<file path="src/rtl/rem_pkg.sv">
// shared types, constants and codes for the robust ewma t2 monitor
// no dependencies; used by rem_front, rem_back and robust_ewma_t2_monitor
package rem_pkg;

  localparam int IDX_W       = 4;
  localparam int VAL_W       = 32;
  localparam int T2_W        = 48;
  localparam int RL_W        = 16;
  localparam int LAM_W       = 17;
  localparam int CFG_IDX_W   = 2;
  localparam int CFG_DATA_W  = 48;
  localparam int IN_DATA_W   = 40;
  localparam int IN_USER_W   = 4;
  localparam int OUT_DATA_W  = 72;
  localparam int ACC_W       = 56;
  localparam int QDEPTH      = 4;
  localparam int NUM_VARS_DEF  = 16;
  localparam int NUM_COMPS_DEF = 16;

  localparam logic [LAM_W-1:0]      LAMBDA_RST = 17'd13107;
  localparam logic [CFG_DATA_W-1:0] LIMIT_RST  = 48'd65536;
  localparam logic [T2_W-1:0]       T2_MAX     = {T2_W{1'b1}};
  localparam logic [RL_W-1:0]       RL_MAX     = {RL_W{1'b1}};

  typedef enum logic [2:0] {
    REQ_SAMPLE   = 3'd0,
    REQ_LOAD_K   = 3'd1,
    REQ_LOAD_KI  = 3'd2,
    REQ_LOAD_VEC = 3'd3,
    REQ_LOAD_EVI = 3'd4,
    REQ_RESTART  = 3'd5
  } req_e;

  typedef enum logic [CFG_IDX_W-1:0] {
    CFG_LAMBDA = 2'd0,
    CFG_HUBER  = 2'd1,
    CFG_LIMIT  = 2'd2
  } cfg_e;

  typedef enum logic [1:0] {
    PHI_ADD,
    PHI_SUB,
    PHI_PROD,
    PHI_ERR
  } phi_e;

  typedef enum logic [3:0] {
    ST_IDLE,
    ST_ERR,
    ST_SC,
    ST_B2,
    ST_B3,
    ST_B4,
    ST_B5,
    ST_FIN,
    ST_PROJ,
    ST_T_SQ,
    ST_T_M1,
    ST_T_M2,
    ST_T_ACC,
    ST_RES
  } st_e;

  typedef struct packed {
    req_e                     op;
    logic [IDX_W-1:0]         vidx;
    logic [IDX_W-1:0]         cidx;
    logic signed [VAL_W-1:0]  value;
    logic                     last;
    logic                     warmup;
  } cmd_t;

  typedef struct packed {
    logic [T2_W-1:0] t2_stat;
    logic            alarm;
    logic [RL_W-1:0] run_length;
    logic            was_warmup;
  } res_t;

endpackage

</file>
<file path="src/rtl/rem_front.sv">
// front end: decodes input beats, drops ignored requests, queues commands
// depends on rem_pkg
module rem_front #(
  parameter int NUM_VARS  = rem_pkg::NUM_VARS_DEF,
  parameter int NUM_COMPS = rem_pkg::NUM_COMPS_DEF
) (
  input  logic                           clk_i,
  input  logic                           rst_ni,
  input  logic                           in_valid_i,
  output logic                           in_ready_o,
  input  logic [rem_pkg::IN_DATA_W-1:0]  in_data_i,
  input  logic [rem_pkg::IN_USER_W-1:0]  in_user_i,
  input  logic                           in_last_i,
  output logic                           cmd_valid_o,
  output rem_pkg::cmd_t                  cmd_o,
  input  logic                           cmd_ready_i
);

  localparam int QAW = (rem_pkg::QDEPTH > 1) ? $clog2(rem_pkg::QDEPTH) : 1;
  localparam int QCW = $clog2(rem_pkg::QDEPTH + 1);

  rem_pkg::cmd_t      entries_q [rem_pkg::QDEPTH];
  logic [QAW-1:0]     wr_ptr_q, rd_ptr_q;
  logic [QCW-1:0]     count_q;
  rem_pkg::cmd_t      cmd_in;
  logic               keep;
  logic               push, pop;
  logic               var_ok, comp_ok;

  always_comb begin
    cmd_in.op     = rem_pkg::req_e'(in_user_i[2:0]);
    cmd_in.vidx   = in_data_i[3:0];
    cmd_in.cidx   = in_data_i[7:4];
    cmd_in.value  = $signed(in_data_i[39:8]);
    cmd_in.last   = in_last_i;
    cmd_in.warmup = in_user_i[3];
    var_ok  = (int'(in_data_i[3:0]) < NUM_VARS);
    comp_ok = (int'(in_data_i[7:4]) < NUM_COMPS);
    unique case (in_user_i[2:0]) inside
      rem_pkg::REQ_SAMPLE, rem_pkg::REQ_LOAD_K, rem_pkg::REQ_LOAD_KI: keep = var_ok;
      rem_pkg::REQ_LOAD_VEC:  keep = var_ok && comp_ok;
      rem_pkg::REQ_LOAD_EVI:  keep = comp_ok;
      rem_pkg::REQ_RESTART:   keep = 1'b1;
      default:                keep = 1'b0;
    endcase
  end

  assign in_ready_o  = (count_q != QCW'(rem_pkg::QDEPTH));
  assign push        = in_valid_i && in_ready_o && keep;
  assign cmd_valid_o = (count_q != '0);
  assign pop         = cmd_valid_o && cmd_ready_i;
  assign cmd_o       = entries_q[rd_ptr_q];

  always_ff @(posedge clk_i or negedge rst_ni) begin
    if (!rst_ni) begin
      wr_ptr_q <= '0;
      rd_ptr_q <= '0;
      count_q  <= '0;
    end else begin
      if (push) wr_ptr_q <= QAW'((int'(wr_ptr_q) + 1) % rem_pkg::QDEPTH);
      if (pop)  rd_ptr_q <= QAW'((int'(rd_ptr_q) + 1) % rem_pkg::QDEPTH);
      if (push && !pop) count_q <= count_q + 1'b1;
      else if (pop && !push) count_q <= count_q - 1'b1;
    end
  end

  always_ff @(posedge clk_i) begin
    if (push) entries_q[wr_ptr_q] <= cmd_in;
  end

endmodule

</file>
<file path="config.mk">
export PLATFORM = sky130hd
export DESIGN_NAME = rem_front
export DESIGN_NICKNAME = d
export VERILOG_FILES = /design/src/rtl/rem_pkg.sv /design/src/rtl/rem_front.sv
export SDC_FILE = /design/constraint.sdc
export NUM_CORES = 1
export LEC_CHECK = 0
export BUFFER_PORTS_ARGS = -buffer_cell sky130_fd_sc_hd__buf_2
export CAP_MARGIN = 20
export CORE_MARGIN = 8
export CORE_UTILIZATION = 61
export CTS_CLUSTER_SIZE = 20
export DETAILED_ROUTE_END_ITERATION = 8
export PLACE_DENSITY_LB_ADDON = 0.2
export SLEW_MARGIN = 20
export SYNTH_ARGS = -nofsm -noshare
export SYNTH_HDL_FRONTEND = slang
export SYNTH_SLANG_ARGS = --single-unit
</file>
<file path="constraint.sdc">
create_clock -name clk_i -period 4 [get_ports clk_i]
set_clock_uncertainty 0.1 [all_clocks]
set_input_delay 0.8 -clock clk_i [delete_from_list [all_inputs] [get_ports clk_i]]
set_output_delay 0.8 -clock clk_i [all_outputs]
set_load 0.05 [all_outputs]
</file>
==> metrics.yaml, run 1 <==
die:
  ios: 96
  coreArea_um2: 11200
  initial_utilization_pct: 61.5
  die_area_um2: 15000
  fp.dieW_um: 122
  rows: 39
  fp.dieH_um: 122
layout:
  n_antenna_cell: 0
  nNetsFinal: 436
  fin_cells: 536
  areaGrowthSynthToFinish_pct: 17.8
  layout-drive-gt1-share_pct: 46.1
  layout.cell_area.non_filler_um2: 8130
drt:
  routed_wl_um: 11800
  drc: 0
  drt_iter0_drc: 237
  drt-vias-per-instance: 5.70
  dr.pass1.iters: 4
  wl_per_cell_um: 22.0
  vias: 3055
  ant_nets: 0
timing:
  tightest_slew_ns: 0.562
  finalHoldViolations: 0
  max_freq_ghz: 0.318
  fin_tns_setup_ns: 0
  rsz0062_at_grt: "false"
  slew_headroom_pct: 62.5
  drv_slew: 0
  period_share_pct: 78.7
  min_period_ns: 3.15
  final-setup-viol-count: 0
  holdWs_ns: 0.116
synth:
  synth_top_area_share_pct: 78.3
  netlist_instances: 271
  ys_ff_latch: 187
  yosys.cell_types.count: 21
  ys_warn_count: 0
  syn_nets: 326
  synth_top_area_cell: "edfxtp_1"
  synth_area_per_cell_um2: 25.5
  ys_seq_area_share_pct: 80.9
  netlist_area_um2: 6900
  ys_top_cells_by_area: "edfxtp_1 78%, mux4_2 15%, dfrtp_1 2.5%"
place:
  placed_cell_area_um2: 7600
  port_buffers: 95
  dpl.hpwl_um: 7350
  place_congestion: 0.708
  dp.cells: 505
cts:
  clk_path_buf_depth: 2
  post-cts-setup-buffer-count: 0
  cts_tree: "built"
  cts.sinks: 187
  cts_hold_buf: 0
  clk_pin_slew_ns: 0.06
  cts_buffers: 17
  cts_root_buf: "clkbuf_16"
  ctsResizeCount: 0
  ctsHtreeMaxLevel: 4
  worstSkewPairLatency_ns: 0.41
pwr:
  ir_drop_uv: 534
  pwr-share-seq_pct: 40.0
  switching_power_mw: 2.53
  intPower_mw: 4.16
  swShare_pct: 37.8
  p_per_area_nw_per_um2: 822
  power_mw: 6.68
  comb_power_share_pct: 37.4
  clock_power_share_pct: 22.6
  leakage_nw: 2.80
outcome:
  outcome: "finished, final reports clean"
global_routing:
  overflow: 0
  grt_pass1_vias: 3435
  antenna_found_initial: 0
  grt_usage_pct: 16.9
  grt_max_degree: 38
  grt_pass1_wl_um: 18200
run:
  maxCapViolCount: 0
critical_path:
  r2r-start: "count_q[1]$_DFFE_PN0P_"
  cp-end-kind: "primary output"
  cp_max_fo: 26
  critPathKind: "flip-flop to primary output"
  critPathRequiredTime_ns: 3.10
  start_kind: "flip-flop"
  cp-startpoint: "rd_ptr_q[0]$_DFFE_PN0P_"
  critical_path_arrival_ns: 2.25
hold_path:
  hold_class: "input port to async pin"
[power by group through the flow]
stage	registers, mW	clock network, mW	logic, mW
after global routing	2.71	1.61	2.63
after floorplan	2.60	0	2.07
after global placement	2.70	0	2.53
final	2.67	1.51	2.50
after detailed placement	2.72	0	2.54
after CTS	2.68	1.54	2.54
[sequential cells by signal, indices dropped and copies added (netlist names)]
register   count
entries_q    180
rd_ptr_q       2
wr_ptr_q       2
count_q        3
[Yosys cell counts]
library cell and n:
buf_6 1, and2_2 4, mux2_4 1, mux2_2 1
edfxtp_1 180, nand2_1 2, nor2_1 1, ha_1 5
buf_4 3, fa_1 1, nand3_1 1, or3b_1 1
mux4_2 45, xnor2_1 4, and3_1 1, dfrtp_1 7
inv_1 3, or3_2 1, clkbuf_1 3, buf_2 4
xor2_1 2
[logic make-up (layout without fill, tap and decap cells)]
group / Yosys count / after routing / share of synthesized area (%)
xor gates and xnor gates: 6 / 6 / 0.762
buffers and inverters: 14 / 136 / 1.11
muxes: 47 / 47 / 15.1
DFF: 187 / 187 / 80.9
and+or+nand+nor: 11 / 11 / 0.997
adders and majority gates: 6 / 6 / 1.20
[layout by cell type (no fill, tap or decap), drive strengths merged, types with 4 or more instances in the layout]
master,n
and2,4
buf,102
clkbuf,20
clkinv,5
dfrtp,7
edfxtp,180
ha,5
inv,6
mux4,45
xnor2,4
[per-layer routing]
metal	GRT usage [%]	vias up	share of wire, %	routed length [µm]
li1	-	1368	-	-
met2	28.3	88	52	6090
met4	6.85	0	1.8	212
met1	19.9	1581	41	4800
met5	0	-	0	0
met3	5.34	18	5.9	700
[stage by stage]
step,util [%],setup WS (ns)
floorplan,-,1.47
global placement,67.7,1.24
detailed placement,67.7,1.25
CTS,72.4,0.797
global route,72.4,0.709
finish,72.4,0.852
[cell type report]
class                      count  area [µm²]
inverter                       3        11.3
sequential                   187        5590
fill                         655        3090
clock inverter                11        96.3
clock buffer                  20         437
timing repair buffer         102         578
tap                          143         179
multi-input combinational     70        1240
[worst max-delay path, stage by stage (launching register included)]
cell and delay, ns:
dfrtp_4 0.71, buf_12 0.29, mux4_2 0.56, buf_2 0.23
[path summary, 6_finish.rpt]
kind	end	slack [ns]	cells past startpoint
hold / removal	count_q[0]$_DFFE_PN0P_	0.12	1
setup / recovery	cmd_o[9]	0.85	3
setup reg to reg	count_q[1]$_DFFE_PN0P_	1.65	6
min in group clk_i	count_q[2]$_DFFE_PN0P_	0.38	1
max in group asynchronous	rd_ptr_q[0]$_DFFE_PN0P_	3.50	1
hold reg to reg	count_q[2]$_DFFE_PN0P_	0.38	1
Note: power is estimated with default switching activity, not from simulation.
==> inputs of run 2 (changes only) <==
CORE_UTILIZATION = 51   (was 61)
clock period = 2.75 ns   (was 4 ns; I/O delays follow)
==> run 2 against run 1 <==
Non-clock buffer count rose by 6; global-route usage is 2.3 points lower; via count rose by 1.6%; register-to-register slack got worse by 1.2 ns; final cell count increased by 7.6%; power up 51%; worst hold slack better by 0.12 ns; setup slack got worse by 0.65 ns; largest power group is now combinational logic; first-iteration DRC count fell by 4.6%; wire length increased by 3.8%; clock-buffer cell count shrank 2.
==> metrics.yaml, run 2 (synthesis results as in run 1) <==
global_routing:
  grt_max_degree: 35
  grt_pass1_vias: 3397
  antenna_found_initial: 0
  grt_usage_pct: 14.5
  overflow: 0
  grt_pass1_wl_um: 19000
place:
  port_buffers: 95
  dp.cells: 543
  place_congestion: 0.726
  placed_cell_area_um2: 7660
  dpl.hpwl_um: 7730
cts:
  worstSkewPairLatency_ns: 0.42
  clk_pin_slew_ns: 0.07
  cts_root_buf: "clkbuf_16"
  clk_path_buf_depth: 2
  cts_buffers: 17
  ctsHtreeMaxLevel: 4
  cts_tree: "built"
  cts.sinks: 187
drt:
  wl_per_cell_um: 21.2
  dr.pass1.iters: 4
  drc: 0
  vias: 3105
  drt-vias-per-instance: 5.38
  ant_nets: 0
  routed_wl_um: 12200
  drt_iter0_drc: 226
timing:
  max_freq_ghz: 0.392
  tightest_slew_ns: 0.465
  fin_tns_setup_ns: 0
  final-setup-viol-count: 0
  drv_slew: 0
  period_share_pct: 92.8
  finalHoldViolations: 0
  slew_headroom_pct: 69.0
  min_period_ns: 2.55
  rsz0062_at_grt: "false"
hold_path:
  hold_class: "input port to flip-flop"
  hold_start: "in_data_i[33]"
layout:
  layout_common_cells: "180 x edfxtp_1, 95 x buf_2, 45 x mux4_2"
  nNetsFinal: 442
  top_regs: "entries_q (180), count_q (3)"
  areaGrowthSynthToFinish_pct: 20.3
  layout_commonest_cell: "edfxtp_1"
  layout.cell_area.non_filler_um2: 8300
  largest_reg_flops: 180
  fin_util_pct: 62.7
  fin_cells: 577
  layout-drive-gt1-share_pct: 47.8
  regMostFlops: "entries_q"
outcome:
  outcome: "finished, final reports clean"
critical_path:
  cp_max_fo: 25
  start_kind: "flip-flop"
  crit_family: "multiplexers"
  critPathKind: "flip-flop to primary output"
  crit_slowest_cell: "mux4_2"
  cp-startpoint: "rd_ptr_q[0]$_DFFE_PN0P_"
  critPathRequiredTime_ns: 2.10
  path_buf_inv: 2
  path_cells: "buf_12 -> mux4_2 -> buf_2"
  critical_path_arrival_ns: 1.90
  r2r-start: "count_q[0]$_DFFE_PN0P_"
  rrSetupSlack_ns: 0.44
  slowest_delay_ns: 0.56
  cp-end-kind: "primary output"
pwr:
  ir_drop_uv: 648
  leakage_nw: 2.87
  p_per_area_nw_per_um2: 1220
die:
  die_area_um2: 17500
  rows: 42
  fp.dieW_um: 132
  coreArea_um2: 13200
  fp.dieH_um: 132
  ios: 96
  initial_utilization_pct: 52.1
run:
  maxCapViolCount: 0
==> run 2: cell types whose count changed in the layout (fill, tap and decap cells not counted) <==
cell,before,now
buf_12,4,3
buf_4,3,9
bufinv_16,1,4
clkbuf_1,3,1
clkinv_1,3,1
clkinv_4,1,2
clkinvlp_4,2,4
diode_2,0,1
dlygate4sd3_1,0,1
inv_6,3,2
==> run 2: metrics by stage <==
| step | total power, mW | setup WS, ns | hold slack, ns |
|---|---|---|---|
| 6_report | 10.1 | 0.197 | 0.239 |
| 5_1_grt | 10.5 | 0.124 | 0.225 |
| 3_5_place_dp | 7.71 | 0.390 | 0.301 |
| 3_3_place_gp | 7.68 | 0.452 | 0.296 |
| 4_1_cts | 10.2 | 0.169 | 0.223 |
| 2_1_floorplan | 6.78 | 0.217 | 0.154 |
==> run 2: layer usage <==
layer | global-route usage [%] | wire length [µm] | up-vias
li1 | - | - | 1376
met1 | 18.5 | 5450 | 1629
met2 | 22.5 | 5850 | 87
met3 | 4.80 | 773 | 13
met4 | 6.06 | 176 | 0
met5 | 0 | 0 | -
==> run 2: path summary, 6_finish.rpt <==
path,endpoint,cells after the start
setup / recovery,cmd_o[12],3
hold / removal,entries_q[3][27]$_DFFE_PP_,1
setup reg to reg,count_q[1]$_DFFE_PN0P_,6
hold reg to reg,count_q[2]$_DFFE_PN0P_,1
max in group asynchronous,rd_ptr_q[0]$_DFFE_PN0P_,2
min in group asynchronous,wr_ptr_q[0]$_DFFE_PN0P_,2
==> run 2: area by class of cell <==
type | instances | area (µm²)
multi-input cells | 70 | 1240
inverters | 3 | 11.3
clock inverters | 14 | 194
flip-flops and latches | 187 | 5590
repair buffers | 108 | 613
fillers | 940 | 4940
well taps | 176 | 220
diodes | 1 | 2.50
clock buffers | 18 | 429
==> run 2: where the power goes <==
| part | leakage, nW | switching [mW] | internal, mW |
|---|---|---|---|
| Clock | 0.291 | 0.999 | 1.52 |
| Combinational | 0.856 | 2.62 | 1.20 |
| Sequential | 1.72 | 0.129 | 3.64 |
| Total | 2.87 | 3.74 | 6.36 |
==> run 2: timing repair <==
action / in CTS / in global routing
gates resized for setup: 0 / 0
setup buffers: 0 / 0
hold endpoints to repair: 7 / 0
hold buffers: 1 / 0
